`src/rtl/wgr_pkg.sv`:
```
// Types and constants shared by the card reader receiver modules.
`timescale 1ns / 1ps

package wgr_pkg;

    localparam int PORT_W    = 8;
    localparam int POS_W     = 3;
    localparam int GROUP_W   = 8;
    localparam int TIMEOUT_W = 16;
    localparam int CODE_W    = 64;
    localparam int COUNT_W   = 8;
    localparam int CFG_IDX_W = 2;
    localparam int CFG_DATA_W = TIMEOUT_W;

    localparam logic [POS_W-1:0]     D0_POS_RESET  = 3'd0;
    localparam logic [POS_W-1:0]     D1_POS_RESET  = 3'd1;
    localparam logic [GROUP_W-1:0]   GROUP_RESET   = 8'd0;
    localparam logic [TIMEOUT_W-1:0] TIMEOUT_RESET = 16'd100;

    localparam logic [COUNT_W-1:0]   COUNT_MAX = 8'd255;
    localparam logic [TIMEOUT_W-1:0] MS_MAX    = 16'hFFFF;

    localparam logic [COUNT_W-1:0] LEN_W26 = 8'd26;
    localparam logic [COUNT_W-1:0] LEN_W34 = 8'd34;
    localparam logic [COUNT_W-1:0] LEN_W58 = 8'd58;

    typedef enum logic [CFG_IDX_W-1:0] {
        CFG_D0_POS  = 2'd0,
        CFG_D1_POS  = 2'd1,
        CFG_GROUP   = 2'd2,
        CFG_TIMEOUT = 2'd3
    } cfg_reg_t;

    typedef struct packed {
        logic [PORT_W-1:0] port_sample;
        logic              ms_tick;
    } sample_item_t;

    typedef struct packed {
        logic [CODE_W-1:0]  card_uid;
        logic [COUNT_W-1:0] raw_bit_count;
        logic [GROUP_W-1:0] card_group;
    } card_item_t;

    typedef struct packed {
        logic [POS_W-1:0]     d0_pos;
        logic [POS_W-1:0]     d1_pos;
        logic [GROUP_W-1:0]   group;
        logic [TIMEOUT_W-1:0] timeout;
    } cfg_t;

endpackage

```
`src/rtl/wgr_sample_if.sv`:
```
// Channel carrying sampled port items into the receiver.
`timescale 1ns / 1ps

interface wgr_sample_if;
    import wgr_pkg::*;

    logic         valid;
    logic         ready;
    sample_item_t data;

    modport source (output valid, output data, input ready);
    modport sink   (input valid, input data, output ready);
endinterface

```
`src/rtl/wgr_card_if.sv`:
```
// Channel carrying decoded card items out of the receiver.
`timescale 1ns / 1ps

interface wgr_card_if;
    import wgr_pkg::*;

    logic       valid;
    logic       ready;
    card_item_t data;

    modport source (output valid, output data, input ready);
    modport sink   (input valid, input data, output ready);
endinterface

```
`src/rtl/wgr_cfg_regs.sv`:
```
// Configuration register file with a plain write port.
`timescale 1ns / 1ps

module wgr_cfg_regs (
    input  logic                          clk,
    input  logic                          rst_n,
    input  logic                          cfg_wr_en,
    input  logic [wgr_pkg::CFG_IDX_W-1:0] cfg_index,
    input  logic [wgr_pkg::CFG_DATA_W-1:0] cfg_wdata,
    output wgr_pkg::cfg_t                 cfg
);
    import wgr_pkg::*;

    cfg_t cfg_reg;
    cfg_t cfg_next;

    always_comb
    begin
        cfg_next = cfg_reg;
        if (cfg_wr_en)
        begin
            unique case (cfg_reg_t'(cfg_index))
                CFG_D0_POS:  cfg_next.d0_pos  = cfg_wdata[POS_W-1:0];
                CFG_D1_POS:  cfg_next.d1_pos  = cfg_wdata[POS_W-1:0];
                CFG_GROUP:   cfg_next.group   = cfg_wdata[GROUP_W-1:0];
                CFG_TIMEOUT: cfg_next.timeout = cfg_wdata[TIMEOUT_W-1:0];
                default:     cfg_next = cfg_reg;
            endcase
        end
    end

    always_ff @(posedge clk or negedge rst_n)
    begin
        if (!rst_n)
        begin
            cfg_reg.d0_pos  <= D0_POS_RESET;
            cfg_reg.d1_pos  <= D1_POS_RESET;
            cfg_reg.group   <= GROUP_RESET;
            cfg_reg.timeout <= TIMEOUT_RESET;
        end
        else
        begin
            cfg_reg <= cfg_next;
        end
    end

    assign cfg = cfg_reg;

endmodule

```
`src/rtl/wgr_in_stage.sv`:
```
// Input register holding one sampled item until the decoder takes it.
`timescale 1ns / 1ps

module wgr_in_stage (
    input  logic                  clk,
    input  logic                  rst_n,
    wgr_sample_if.sink            sample_ch,
    input  logic                  advance,
    output logic                  item_valid,
    output wgr_pkg::sample_item_t item
);
    import wgr_pkg::*;

    logic         valid_reg;
    logic         valid_next;
    sample_item_t item_reg;
    logic         take;

    assign sample_ch.ready = !valid_reg || advance;
    assign take            = sample_ch.valid && sample_ch.ready;

    always_comb
    begin
        valid_next = valid_reg;
        if (take)
        begin
            valid_next = 1'b1;
        end
        else if (advance)
        begin
            valid_next = 1'b0;
        end
    end

    always_ff @(posedge clk or negedge rst_n)
    begin
        if (!rst_n)
        begin
            valid_reg <= 1'b0;
        end
        else
        begin
            valid_reg <= valid_next;
        end
    end

    always_ff @(posedge clk)
    begin
        if (take)
        begin
            item_reg <= sample_ch.data;
        end
    end

    assign item_valid = valid_reg;
    assign item       = item_reg;

endmodule

```
`src/rtl/wgr_decoder.sv`:
```
// Edge detection, code shift register, bit count, silence timer and frame end.
`timescale 1ns / 1ps

module wgr_decoder (
    input  logic                  clk,
    input  logic                  rst_n,
    input  logic                  advance,
    input  wgr_pkg::sample_item_t item,
    input  wgr_pkg::cfg_t         cfg,
    output logic                  emit,
    output wgr_pkg::card_item_t   card
);
    import wgr_pkg::*;

    logic                 prev_d0_reg;
    logic                 prev_d1_reg;
    logic [CODE_W-1:0]    code_reg;
    logic [COUNT_W-1:0]   count_reg;
    logic [TIMEOUT_W-1:0] ms_reg;

    logic                 prev_d0_next;
    logic                 prev_d1_next;
    logic [CODE_W-1:0]    code_next;
    logic [COUNT_W-1:0]   count_next;
    logic [TIMEOUT_W-1:0] ms_next;

    logic                 d0;
    logic                 d1;
    logic                 fall0;
    logic                 fall1;
    logic                 any_fall;
    logic [TIMEOUT_W-1:0] ms_ticked;
    logic [TIMEOUT_W-1:0] ms_new;
    logic [CODE_W-1:0]    code_new;
    logic [COUNT_W:0]     count_sum;
    logic [COUNT_W-1:0]   count_new;
    logic [CODE_W-1:0]    uid;

    assign d0       = item.port_sample[cfg.d0_pos];
    assign d1       = item.port_sample[cfg.d1_pos];
    assign fall0    = prev_d0_reg && !d0;
    assign fall1    = prev_d1_reg && !d1;
    assign any_fall = fall0 || fall1;

    assign ms_ticked = (item.ms_tick && ms_reg != MS_MAX) ? ms_reg + 16'd1 : ms_reg;
    assign ms_new    = any_fall ? '0 : ms_ticked;

    always_comb
    begin
        unique case ({fall0, fall1})
            2'b11:   code_new = {code_reg[CODE_W-3:0], 2'b01};
            2'b10:   code_new = {code_reg[CODE_W-2:0], 1'b0};
            2'b01:   code_new = {code_reg[CODE_W-2:0], 1'b1};
            default: code_new = code_reg;
        endcase
    end

    assign count_sum = {1'b0, count_reg} + {{(COUNT_W-1){1'b0}}, fall0 && fall1, fall0 ^ fall1};
    assign count_new = (count_sum > {1'b0, COUNT_MAX}) ? COUNT_MAX : count_sum[COUNT_W-1:0];

    assign emit = advance && (count_new != '0) &&
                  ((ms_new > cfg.timeout) || (ms_new == MS_MAX));

    always_comb
    begin
        priority if (count_new == LEN_W26)
        begin
            uid = {40'b0, code_new[24:1]};
        end
        else if (count_new == LEN_W34)
        begin
            uid = {32'b0, code_new[32:1]};
        end
        else if (count_new == LEN_W58)
        begin
            uid = {8'b0, code_new[56:1]};
        end
        else
        begin
            uid = code_new;
        end
    end

    assign card.card_uid      = uid;
    assign card.raw_bit_count = count_new;
    assign card.card_group    = cfg.group;

    always_comb
    begin
        prev_d0_next = prev_d0_reg;
        prev_d1_next = prev_d1_reg;
        code_next    = code_reg;
        count_next   = count_reg;
        ms_next      = ms_reg;
        if (advance)
        begin
            prev_d0_next = d0;
            prev_d1_next = d1;
            ms_next      = ms_new;
            code_next    = emit ? '0 : code_new;
            count_next   = emit ? '0 : count_new;
        end
    end

    always_ff @(posedge clk or negedge rst_n)
    begin
        if (!rst_n)
        begin
            prev_d0_reg <= 1'b1;
            prev_d1_reg <= 1'b1;
            code_reg    <= '0;
            count_reg   <= '0;
            ms_reg      <= '0;
        end
        else
        begin
            prev_d0_reg <= prev_d0_next;
            prev_d1_reg <= prev_d1_next;
            code_reg    <= code_next;
            count_reg   <= count_next;
            ms_reg      <= ms_next;
        end
    end

    a_emit_clears: assert property (@(posedge clk) disable iff (!rst_n)
        emit |=> (count_reg == '0 && code_reg == '0))
        else $error("frame end did not clear code and count");

    a_fall_clears_timer: assert property (@(posedge clk) disable iff (!rst_n)
        (advance && any_fall) |=> ms_reg == '0)
        else $error("bit edge did not clear silence timer");

    a_empty_code: assert property (@(posedge clk) disable iff (!rst_n)
        count_reg == '0 |-> code_reg == '0)
        else $error("code holds bits with zero count");

    a_idle_holds: assert property (@(posedge clk) disable iff (!rst_n)
        !advance |=> ($stable(count_reg) && $stable(ms_reg) && $stable(code_reg)))
        else $error("state moved without an item");

endmodule

```
`src/rtl/wgr_out_stage.sv`:
```
// Result register holding one card item until the sink takes it.
`timescale 1ns / 1ps

module wgr_out_stage (
    input  logic                clk,
    input  logic                rst_n,
    input  logic                load,
    input  wgr_pkg::card_item_t card,
    output logic                free,
    wgr_card_if.source          card_ch
);
    import wgr_pkg::*;

    logic       valid_reg;
    logic       valid_next;
    card_item_t card_reg;

    assign free = !valid_reg || card_ch.ready;

    always_comb
    begin
        valid_next = valid_reg;
        if (load)
        begin
            valid_next = 1'b1;
        end
        else if (card_ch.ready)
        begin
            valid_next = 1'b0;
        end
    end

    always_ff @(posedge clk or negedge rst_n)
    begin
        if (!rst_n)
        begin
            valid_reg <= 1'b0;
        end
        else
        begin
            valid_reg <= valid_next;
        end
    end

    always_ff @(posedge clk)
    begin
        if (load)
        begin
            card_reg <= card;
        end
    end

    assign card_ch.valid = valid_reg;
    assign card_ch.data  = card_reg;

endmodule

```
`src/rtl/wiegand_receiver.sv`:
```
// Top level of the two-wire card reader receiver.
`timescale 1ns / 1ps
//
// sample_ch takes one item per pass of the pin sampler: the port byte that
// holds both data lines and a millisecond tick flag. card_ch delivers one
// item per finished frame: the cleaned card code, the raw bit count and the
// reader group. Configuration is written through cfg_wr_en / cfg_index /
// cfg_wdata while the block is idle.
//
// An accepted item sits in the input register until the decoder takes it.
// The decoder then updates its state and, at a frame end, loads the
// result register, so a result reaches card_ch only after the item that
// ended the frame has passed through the input register. One item is
// taken every cycle as long as the result register is empty or being
// drained.
//
// Reset clears both registers' valid flags, sets the line levels to idle
// high, empties the code and count and loads the register defaults.
// When card_ch stalls with a result waiting, the input register still takes
// one item; further items wait until the result is taken.
//
module wiegand_receiver (
    input  logic                           clk,
    input  logic                           rst_n,
    wgr_sample_if.sink                     sample_ch,
    wgr_card_if.source                     card_ch,
    input  logic                           cfg_wr_en,
    input  logic [wgr_pkg::CFG_IDX_W-1:0]  cfg_index,
    input  logic [wgr_pkg::CFG_DATA_W-1:0] cfg_wdata
);
    import wgr_pkg::*;

    cfg_t         cfg;
    logic         item_valid;
    sample_item_t item;
    logic         out_free;
    logic         advance;
    logic         emit;
    card_item_t   card;

    assign advance = item_valid && out_free;

    wgr_cfg_regs u_cfg (
        .clk       (clk),
        .rst_n     (rst_n),
        .cfg_wr_en (cfg_wr_en),
        .cfg_index (cfg_index),
        .cfg_wdata (cfg_wdata),
        .cfg       (cfg)
    );

    wgr_in_stage u_in (
        .clk        (clk),
        .rst_n      (rst_n),
        .sample_ch  (sample_ch),
        .advance    (advance),
        .item_valid (item_valid),
        .item       (item)
    );

    wgr_decoder u_dec (
        .clk     (clk),
        .rst_n   (rst_n),
        .advance (advance),
        .item    (item),
        .cfg     (cfg),
        .emit    (emit),
        .card    (card)
    );

    wgr_out_stage u_out (
        .clk     (clk),
        .rst_n   (rst_n),
        .load    (emit),
        .card    (card),
        .free    (out_free),
        .card_ch (card_ch)
    );

    a_item_waits: assert property (@(posedge clk) disable iff (!rst_n)
        (item_valid && !advance) |=> item_valid)
        else $error("pending item dropped");

    a_no_load_when_full: assert property (@(posedge clk) disable iff (!rst_n)
        emit |-> out_free)
        else $error("result loaded over a waiting result");

    a_emit_sets_valid: assert property (@(posedge clk) disable iff (!rst_n)
        emit |=> card_ch.valid)
        else $error("result not presented");

endmodule

```
`src/flat_wrapper.sv`:
```
// flat-port wrapper written by rule: the top's interface ports become plain ports
module wiegand_receiver_flat import wgr_pkg::*;
  (clk, rst_n, cfg_wr_en, cfg_index, cfg_wdata, sample_ch_valid, sample_ch_data, sample_ch_ready, card_ch_valid, card_ch_data, card_ch_ready);
  wgr_sample_if sample_ch_i ();
  wgr_card_if card_ch_i ();
  input  logic clk;
  input  logic rst_n;
  input  logic cfg_wr_en;
  input  logic [wgr_pkg::CFG_IDX_W-1:0] cfg_index;
  input  logic [wgr_pkg::CFG_DATA_W-1:0] cfg_wdata;
  input wire logic [$bits(sample_ch_i.valid)-1:0] sample_ch_valid;
  input wire logic [$bits(sample_ch_i.data)-1:0] sample_ch_data;
  output wire logic [$bits(sample_ch_i.ready)-1:0] sample_ch_ready;
  output wire logic [$bits(card_ch_i.valid)-1:0] card_ch_valid;
  output wire logic [$bits(card_ch_i.data)-1:0] card_ch_data;
  input wire logic [$bits(card_ch_i.ready)-1:0] card_ch_ready;
  assign sample_ch_i.valid = sample_ch_valid;
  assign sample_ch_i.data = sample_ch_data;
  assign sample_ch_ready = sample_ch_i.ready;
  assign card_ch_valid = card_ch_i.valid;
  assign card_ch_data = card_ch_i.data;
  assign card_ch_i.ready = card_ch_ready;
  wiegand_receiver u_core (.clk(clk), .rst_n(rst_n), .sample_ch(sample_ch_i), .card_ch(card_ch_i), .cfg_wr_en(cfg_wr_en), .cfg_index(cfg_index), .cfg_wdata(cfg_wdata));
endmodule
```
`config.mk`:
```
export PLATFORM = sky130hd
export DESIGN_NAME = wiegand_receiver_flat
export DESIGN_NICKNAME = d
export VERILOG_FILES = /design/src/rtl/wgr_pkg.sv /design/src/rtl/wgr_sample_if.sv /design/src/rtl/wgr_card_if.sv /design/src/rtl/wgr_cfg_regs.sv /design/src/rtl/wgr_in_stage.sv /design/src/rtl/wgr_decoder.sv /design/src/rtl/wgr_out_stage.sv /design/src/rtl/wiegand_receiver.sv /design/src/flat_wrapper.sv
export SDC_FILE = /design/constraint.sdc
export NUM_CORES = 1
export LEC_CHECK = 0
export BUFFER_PORTS_ARGS = -buffer_cell sky130_fd_sc_hd__buf_2
export CELL_PAD_IN_SITES_DETAIL_PLACEMENT = 0
export CELL_PAD_IN_SITES_GLOBAL_PLACEMENT = 2
export CORE_UTILIZATION = 38
export DETAILED_ROUTE_END_ITERATION = 6
export PLACE_DENSITY = 0.85
export SETUP_SLACK_MARGIN = 0.1
export SYNTH_ARGS = -nofsm -noshare
export SYNTH_HDL_FRONTEND = slang
export SYNTH_SLANG_ARGS = --single-unit
```
`constraint.sdc`:
```
create_clock -name clk -period 7.6 [get_ports clk]
set_clock_uncertainty 0.1 [all_clocks]
set_input_delay 2.28 -clock clk [delete_from_list [all_inputs] [get_ports clk]]
set_output_delay 2.28 -clock clk [all_outputs]
set_load 0.02 [all_outputs]
```
; ---- Word level (Yosys, flattened, before mapping)
; Index checks and enable logic that the tools add are counted.
[word_totals]
ff_bits = 211
inputBits = 32
wordCells = 80
[op_classes]
add_sub_neg = 2
order_cmp = 4
eq_ne = 11
mux = 17
bitwise = 1
reduce_logical = 26
[op_table]
columns = operator, n
row1 = one-hot mux 64 bit (3 select lines), 1
row2 = 2-to-1 mux 64 bit, 1
row3 = 2-to-1 mux 56 bit, 1
row4 = 2-to-1 mux 16 bit, 2
row5 = 2-to-1 mux 32 bit, 1
row6 = 2-to-1 mux 24 bit, 1
row7 = "adder 16 x 1 -> 16 bit, second input constant", 1
row8 = "equality test 16 bit, second input constant", 1
row9 = "equality test 8 x 6 -> 1 bit, second input constant", 2
row10 = > comparator 16 bit, 1
row11 = 2-to-1 mux 8 bit, 2
row12 = "inequality test 16 bit, second input constant", 1
row13 = adder 8 x 2 -> 9 bit, 1
row14 = "> comparator 9 x 8 -> 1 bit, second input constant", 1
row15 = "equality test 2 bit, second input constant", 4
row16 = "equality test 8 x 5 -> 1 bit, second input constant", 1
row17 = logical AND 1 bit, 8
row18 = "< comparator 3 x 4 -> 1 bit, second input constant", 2
row19 = AND reduction 2 bit, 4
row20 = nonzero test 8 bit, 1
row21 = binary-select mux 1 bit (select 3 bit), 2
row22 = 2-to-1 mux 1 bit, 6
row23 = "equality test 2 x 1 -> 1 bit, second input constant", 2
row24 = zero test 1 bit, 4
row25 = 6 further kinds, 10

; ---- Longest topological paths before layout
; Gate-level depths: netlist of the first run.
[depth]
word_depth = 12
depth_mapped = 19

; ---- Cells and area by module
; From an unflattened synthesis of the first run, not the netlist that was laid out.
[unflattened]
hier_cells = 1016
area_unflattened_um2 = 11115.7
[by_module_without_submodules]
columns = module, instances, cells_each, area_per_inst_um2, seq_area_each_um2
row1 = wgr_decoder, 1, 854, 7144.4, 2254.7
row2 = wgr_out_stage, 1, 83, 2449.8, 2427.3
row3 = wgr_cfg_regs, 1, 65, 1191.1, 755.7
row4 = wgr_in_stage, 1, 13, 324.1, 295.3
row5 = wiegand_receiver, 1, 1, 6.3, 0.0

; ---- Worst setup path after synthesis of the first run
; No wires, ideal clock.
[synth_path]
path_type = reg2reg
from = reg u_core.u_cfg.cfg_reg (netlist bit u_core.u_cfg.cfg[24])
to = reg u_core.u_out.card_reg (netlist bit u_core.u_out.card_ch.data[0]), enable pin
setup_ns = 0.614
arrival_time_ns = 4.932
required_time_ns = 6.886
slack_ns = 1.954
stages_incl_launch_ff = 17
period_less_slack_ns = 5.646
path_cell_list = dfstp_2 > mux4_2 > mux2i_1 > nand2_1 > inv_1 > ha_1 > clkbuf_1 > buf_1 > inv_1 > fa_1 > nand2b_1 > o31a_1 > or4b_2 > nor2_1 > inv_1 > nand3_1 > inv_1
[synth_between]
elab_chain_cells = 11
elab_cells_between_ends = 17
[synth_lines]
columns = item, line
row1 = start: declaration, wgr_cfg_regs.sv:14  ; cfg_t cfg_reg;
row2 = start signal: assignment, wgr_cfg_regs.sv:43  ; cfg_reg <= cfg_next;
row3 = binary-select mux 1 bit (select 3 bit) (*), wgr_decoder.sv:40  ; assign d1 = item.port_sample[cfg.d1_pos];
row4 = 2-to-1 mux 1 bit (not written as such) (*), wgr_decoder.sv:40
row5 = zero test 1 bit (*), wgr_decoder.sv:42  ; assign fall1 = prev_d1_reg && !d1;
row6 = logical AND 1 bit (*), wgr_decoder.sv:42
row7 = XOR 1 bit or logical AND 1 bit (tied branches), wgr_decoder.sv:58  ; assign count_sum = {1'b0, count_reg} + {{(COUNT_W-1){1'b0}}, fall0 && fall1, fall0 ^ fall1};
row8 = adder 8 x 2 -> 9 bit, wgr_decoder.sv:58
row9 = > comparator 9 x 8 -> 1 bit, wgr_decoder.sv:59  ; assign count_new = (count_sum > {1'b0, COUNT_MAX}) ? COUNT_MAX : count_sum[COUNT_W-1:0];
row10 = 2-to-1 mux 8 bit, wgr_decoder.sv:59
row11 = nonzero test 8 bit, wgr_decoder.sv:61  ; assign emit = advance && (count_new != '0) &&
row12 = logical AND 1 bit, wgr_decoder.sv:61
row13 = logical AND 1 bit (*), wgr_decoder.sv:61
row14 = via u_core.emit, wiegand_receiver.sv:38  ; logic emit;
row15 = end signal: assignment, wgr_out_stage.sv:49  ; card_reg <= card;
row16 = end: declaration, wgr_out_stage.sv:16  ; card_item_t card_reg;
; The timed path passes the listed nets; every way through them passes the cells marked *. The select of a mux whose other input is x is not followed.
; A chain may end at the register's enable or synchronous reset.

; ---- Final worst setup path of the first run
[layout_path]
from = reg u_core.u_cfg.cfg_reg (netlist bit u_core.u_cfg.cfg[24])
to = reg u_core.u_dec.code_reg[0]
[layout_between]
elab_chain_cells = 12
elab_cells_between_ends = 22
[layout_lines]
columns = item, line
row1 = binary-select mux 1 bit (select 3 bit) (*), wgr_decoder.sv:40
row2 = 2-to-1 mux 1 bit (not written as such) (*), wgr_decoder.sv:40
row3 = zero test 1 bit (*), wgr_decoder.sv:42
row4 = logical AND 1 bit (*), wgr_decoder.sv:42
row5 = XOR 1 bit or logical AND 1 bit (tied branches), wgr_decoder.sv:58
row6 = adder 8 x 2 -> 9 bit, wgr_decoder.sv:58
row7 = > comparator 9 x 8 -> 1 bit, wgr_decoder.sv:59
row8 = 2-to-1 mux 8 bit, wgr_decoder.sv:59
row9 = nonzero test 8 bit, wgr_decoder.sv:61
row10 = logical AND 1 bit, wgr_decoder.sv:61
row11 = logical AND 1 bit (*), wgr_decoder.sv:61
row12 = via u_core.emit, wiegand_receiver.sv:38
row13 = 2-to-1 mux 64 bit (*), wgr_decoder.sv:100  ; code_next = emit ? '0 : code_new;
row14 = end signal: assignment, wgr_decoder.sv:119  ; code_reg <= code_next;
row15 = end: declaration, wgr_decoder.sv:17  ; logic [CODE_W-1:0] code_reg;
; Marks and branches as above.

==> flow_summary.json, run 1 <==
{
  "synthTopCellsByArea": "dfrtp_1 26%, edfxtp_1 24%, nand2_1 9.8%",
  "viasPerCell": 5.24,
  "power_density_nw_per_um2": 241,
  "clk_pin_slew_ns": 0.06,
  "yosysMostFrequentCell": "nand2_1",
  "track_usage_pct": 17.9,
  "dp_hpwl_um": 17000,
  "syn_area_um2": 11300,
  "p_leak_uw": 0.00545,
  "syn2layout_area_growth_pct": 14.1,
  "yosysTopAreaCell": "dfrtp_1",
  "vias": 8455,
  "hold_class": "register to register",
  "crit_type": "register to register",
  "holdWs_ns": 0.342,
  "h-tree-depth": 1,
  "synthCells": 1134,
  "syn_area_per_cell_um2": 9.94,
  "coreArea_um2": 28900,
  "ys_ff_latch": 211,
  "fill_cells": 2841,
  "initial_core_util_pct": 39.0,
  "crit_arrival_ns": 6.13,
  "cts.sink_count": 211,
  "final.setup.tns_ns": 0,
  "slowest_stage": "or4b_2",
  "grt_pass1_wl_um": 44400,
  "report.final.setup_viol": 0,
  "timing_worst_slew_pin_value_ns": 1.14,
  "critical_path.endpoint_type": "register",
  "postRouteWirelength_um": 26700,
  "ys_seq_area_share_pct": 50.8,
  "drtIter0Drc": 649,
  "grt_pass1_vias": 8412,
  "dpl.cell_count": 1570,
  "crit_top_cell": "inv_1",
  "min_from": "u_core.u_cfg.cfg[16]",
  "overflow": 0,
  "cp-startpoint": "u_core.u_cfg.cfg[24]",
  "clockRootBuffer": "clkbuf_16",
  "cp_cell_sequence": "mux4_2, mux2i_1, nand2_1, inv_1, ha_2, inv_1, fa_1, nand2b_1, o31a_1, or4b_2, nor2_1, inv_1, nand3_1, clkinv_2, buf_4, nor3_1",
  "max_cap_violations": 0,
  "routabilityCongestion": 0.852,
  "synth-async-reset-ratio_pct": 57.8,
  "clk_latency_ns": 0.53,
  "worst_slack_ns": 1.80,
  "synth-edff-count": 89,
  "die_h_um": 174,
  "crit_path_max_incr_delay_ns": 0.66,
  "max-slew-margin-rel_pct": 23.7,
  "synth.distinct_cells": 62,
  "rsz0062_at_grt": "no",
  "drive_above_1_share_pct": 22.7,
  "status": "finished clean",
  "n_antenna_cell": 0,
  "slew_violations": 0,
  "drcViolationCount": 0,
  "largest_reg_flops": 80,
  "final_hold_viol_count": 0,
  "synth_commonest_cells": "293 x nand2_1, 116 x dfrtp_1, 89 x edfxtp_1",
  "synth_warnings": 0,
  "wl_per_cell_um": 16.6,
  "row_count": 62,
  "dr.pass1.iters": 5,
  "crit_fanout": 47,
  "ctsHoldBuffers": 0,
  "cts_resized": 0,
  "yosys.area.top_type_share_pct": 25.7,
  "die_w_um": 174,
  "pre_cts_slack_ns": 1.80,
  "r2r-start": "u_core.u_cfg.cfg[24]",
  "required_ns": 7.94,
  "layoutNonFillerInstCount": 1614,
  "max_freq_mhz": 173,
  "cts_setup_buffers": 0,
  "io_buffers": 113,
  "grt_max_degree": 111,
  "postRouteAntennaNets": 0,
  "antenna_found_initial": 0,
  "vdd_ir_drop_max_v": 0.000164,
  "min_period_ns": 5.80,
  "ios": 114,
  "syn_nets": 1191,
  "clockBufferDepth": 3,
  "cts_tree": "yes",
  "numCtsBuffers": 24,
  "post-route-period-util_pct": 76.3,
  "fin_nets": 1269,
  "cp-start-kind": "register",
  "synthFlopType": "dfrtp_1",
  "die_area_um2": 30400
}
[final timing paths]
| kind | endpoint | slack, ns | depth (start not counted) |
|---|---|---|---|
| max | u_core.u_dec.code_reg[0] | 1.80 | 16 |
| min | u_core.u_out.card_ch.data[0] | 0.34 | 0 |
| max reg2reg | u_core.u_dec.code_reg[0] | 1.80 | 16 |
| min reg2reg | u_core.u_out.card_ch.data[0] | 0.34 | 0 |
| max in group asynchronous | u_core.u_dec.code_reg[17] | 4.74 | 2 |
| min in group asynchronous | u_core.u_cfg.cfg[19] | 1.54 | 1 |
[final cells by class]
cell class,instances,area (µm²),area share [%]
Sequential cell,211,5730,44.6
Multi-Input combinational cell,817,5050,39.3
Timing Repair Buffer,125,658,5.12
Clock buffer,28,626,4.86
Tap cell,384,480,3.73
Clock inverter,16,188,1.46
Inverter,33,125,0.973
[power breakdown]
group / leakage [µW] / internal (µW) / switching [µW]
sequential: 0.00240 / 1270 / 74.3
combinational: 0.00265 / 184 / 387
clock: 0.000397 / 724 / 470
[worst max-delay path: cells and delay by family (launching register included)]
family	cells	cell delay, ns
AND/OR/NAND/NOR	6	1.56
buffers and inverters	5	1.43
adder cells (fa/ha/maj)	2	0.98
multiplexers	2	0.69
flip-flops	1	0.56
AO/OA/AOI/OAI	1	0.31
[metal layers]
layer / vias up / track usage (%) / routed length [µm]
met5: - / 0 / 0
met4: 0 / 4.35 / 587
met3: 41 / 2.56 / 1040
met2: 177 / 29.0 / 12300
met1: 4067 / 25.2 / 12800
li1: 4170 / - / -
[cells by family after synthesis]
| family | share of synthesized area, % |
|---|---|
| simple gates | 16.7 |
| compound gates | 16.3 |
| flops | 50.8 |
| buf+inv | 4.59 |
| mux | 7.68 |
| fa+ha+maj | 2.84 |
| xor+xnor | 1.01 |
[placed cells by master (no fill, tap or decap), drive strengths merged, types with 6 or more instances in the layout]
master	n
nor2	70
nand3b	6
edfxtp	89
xor2	6
nand3	16
ha	24
o31ai	17
nand2b	6
clkinv	12
xnor2	7
clkbuf	28
a21o	9
a21oi	25
a22oi	63
inv	32
mux2	34
dfstp	6
and2	10
nand4	8
nand2	293
dfrtp	116
o21ai	124
buf	125
mux2i	37
[through the flow]
step	util, %	total power, µW	area (µm²)
floorplan	-	1760	11300
global placement	41.7	1930	12100
detailed placement	41.7	1930	12100
CTS	44.5	3150	12900
finish	44.5	3110	12900
global route	44.5	3270	12900
Note: power is estimated with default switching activity, not from simulation.
==> run 2: changes to the inputs <==
--- a/config.mk
+++ b/config.mk
@@ -8,9 +8,9 @@
 export BUFFER_PORTS_ARGS = -buffer_cell sky130_fd_sc_hd__buf_2
 export CELL_PAD_IN_SITES_DETAIL_PLACEMENT = 0
 export CELL_PAD_IN_SITES_GLOBAL_PLACEMENT = 2
-export CORE_UTILIZATION = 38
+export CORE_UTILIZATION = 35
 export DETAILED_ROUTE_END_ITERATION = 6
-export PLACE_DENSITY = 0.85
+export PLACE_DENSITY = 0.82
 export SETUP_SLACK_MARGIN = 0.1
 export SYNTH_ARGS = -nofsm -noshare
 export SYNTH_HDL_FRONTEND = slang
==> constraint.sdc (replaced) <==
create_clock -name clk -period 5.18 [get_ports clk]
set_clock_uncertainty 0.1 [all_clocks]
set_input_delay 1.554 -clock clk [delete_from_list [all_inputs] [get_ports clk]]
set_output_delay 1.554 -clock clk [all_outputs]
set_load 0.02 [all_outputs]
==> run 2 against run 1 <==
  * Critical path depth shrank 1
  * Count of clock-buffer cells in the layout grew 9
  * Worst hold slack better by 0.0032 ns
  * Final cell count up 1.8%
  * Fmax rose by 21%
  * Core utilization shrank 3.4 points
  * Via count up 0.41%
  * Combinational power rose by 53%
  * Register-to-register slack worse by 1.4 ns
  * Global-route usage shrank 1.2 points
  * Sequential share of layout area down 0.48 points
  * Die area up 8.5%
  * Largest cell class unchanged
==> flow_summary.json, run 2 (synthesized netlist as in run 1, its figures left out) <==
{
  "status": "finished clean",
  "coreArea_um2": 31600,
  "final.setup.tns_ns": 0,
  "grt_pass1_vias": 8412,
  "required_ns": 5.33,
  "numCtsBuffers": 25,
  "crit_path_max_incr_delay_ns": 0.57,
  "post-route-period-util_pct": 92.2,
  "clockRootBuffer": "clkbuf_16",
  "drcViolationCount": 0,
  "min_from": "u_core.u_cfg.cfg[16]",
  "overflow": 0,
  "syn2layout_area_growth_pct": 15.3,
  "cts.sink_count": 211,
  "viasPerCell": 5.17,
  "rr_worst_depth": 15,
  "dr.pass1.iters": 5,
  "r2r-start": "u_core.u_cfg.cfg[24]",
  "clk_pin_slew_ns": 0.06,
  "vias": 8490,
  "n_antenna_cell": 0,
  "multi_input_area_um2": 5090,
  "final_cell_mix": "292 x nand2_1, 116 x dfrtp_1, 112 x buf_2, 89 x edfxtp_1, 72 x o21ai_0",
  "die_h_um": 182,
  "crit_type": "register to register",
  "grt_max_degree": 100,
  "met1_length_um": 13000,
  "grt_pass1_wl_um": 44800,
  "slowest_stage": "dfstp_2",
  "largest_reg_flops": 80,
  "crit_fanout": 8,
  "h-tree-depth": 1,
  "cp_cell_sequence": "mux4_2, mux2i_1, nand2_1, ha_1, inv_1, ha_2, inv_2, fa_2, and4b_1, nand2_1, and2_1, or3_1, a21oi_2, nor2_1, mux4_2",
  "power_density_nw_per_um2": 345,
  "track_usage_pct": 16.8,
  "dp_hpwl_um": 17500,
  "max_freq_mhz": 209,
  "initial_core_util_pct": 35.6,
  "fin_nets": 1280,
  "max_cap_violations": 0,
  "holdWs_ns": 0.345,
  "reg2reg_to": "u_core.u_out.card_ch.data[16]",
  "critical_path.endpoint_type": "register",
  "layout_commonest_cell": "nand2_1",
  "utilization_pct": 41.1,
  "min_to": "u_core.u_out.card_ch.data[0]",
  "slew_violations": 0,
  "clockBufferDepth": 3,
  "highest_layer": "met4",
  "postRouteWirelength_um": 27300,
  "final_hold_viol_count": 0,
  "row_count": 65,
  "drive_above_1_share_pct": 23.9,
  "postRouteAntennaNets": 0,
  "antenna_found_initial": 0,
  "crit_arrival_ns": 4.92,
  "cp-start-kind": "register",
  "drtIter0Drc": 516,
  "met3_wirelength_um": 1180,
  "seq_area_um2": 5730,
  "wl_per_cell_um": 16.6,
  "die_w_um": 182,
  "fill_cells": 3094,
  "holdPathStages": 0,
  "rsz0062_at_grt": "no",
  "wl_met2_um": 12500,
  "rrSetupSlack_ns": 0.41,
  "io_buffers": 113,
  "die_area_um2": 32900,
  "p_leak_uw": 0.00550,
  "routabilityCongestion": 0.815,
  "report.final.setup_viol": 0,
  "ios": 114,
  "hold_class": "register to register",
  "min_period_ns": 4.77,
  "timing_worst_slew_pin_value_ns": 1.02,
  "cts_tree": "yes",
  "worst_slack_ns": 0.406,
  "pre_cts_slack_ns": 0.296,
  "clk_latency_ns": 0.51,
  "max-slew-margin-rel_pct": 32.2,
  "vdd_ir_drop_max_v": 0.000221
}
-- run 2: area by class of cell --
type	instances	area share [%]
clock inverter	8	0.308
inverter	33	1.01
timing repair buffer	134	5.97
tap	402	3.87
multi-input combinational	818	39.1
clock buffer	37	5.63
sequential	211	44.1
-- run 2: worst max path at each step --
stage               slack [ns]                            end                 start  cells past startpoint
global route              0.11  u_core.u_out.card_ch.data[16]  u_core.u_cfg.cfg[24]                     15
detailed placement        0.30  u_core.u_out.card_ch.data[20]  u_core.u_cfg.cfg[24]                     17
global placement          0.45  u_core.u_out.card_ch.data[20]  u_core.u_cfg.cfg[24]                     17
finish                    0.41  u_core.u_out.card_ch.data[16]  u_core.u_cfg.cfg[24]                     15
floorplan                 0.08   u_core.u_out.card_ch.data[0]  u_core.u_cfg.cfg[24]                     15
CTS                       0.26  u_core.u_out.card_ch.data[20]  u_core.u_cfg.cfg[24]                     17
-- run 2: timing repair --
action / in CTS / in global routing
setup buffers: 0 / 0
gates resized for setup: 0 / 3
hold buffers: 0 / 0
setup endpoints to repair: 0 / 38
endpoints found under the hold margin: 0 / 0
-- run 2: through the flow --
| step | instances | total power (µW) | area (µm²) |
|---|---|---|---|
| after floorplan | 1134 | 2600 | 11300 |
| final | 1643 | 4490 | 13000 |
| after CTS | 1642 | 4540 | 13000 |
| after global routing | 1643 | 4750 | 13000 |
| after global placement | 1597 | 2850 | 12200 |
| after detailed placement | 1597 | 2860 | 12200 |
-- run 2: report_power, final --
part / leakage [µW] / switching (µW) / internal [µW]
logic: 0.00272 / 581 / 292
registers: 0.00240 / 106 / 1860
clock network: 0.000380 / 681 / 972
-- run 2: worst max-delay path: cells and delay by family, from the launching register on --
family / cells / cell delay (ns)
DFF: 1 / 0.57
buffers and inverters: 2 / 0.10
muxes: 3 / 1.14
AOI/OAI and AO/OA: 1 / 0.23
and+or+nand+nor: 6 / 1.39
adders and majority gates: 3 / 0.97
-- run 2: per-layer routing --
layer	GRT usage, %	vias to the layer above
met5	0	-
met4	4.27	0
met3	2.53	35
met2	27.3	205
met1	23.3	4062
li1	-	4188
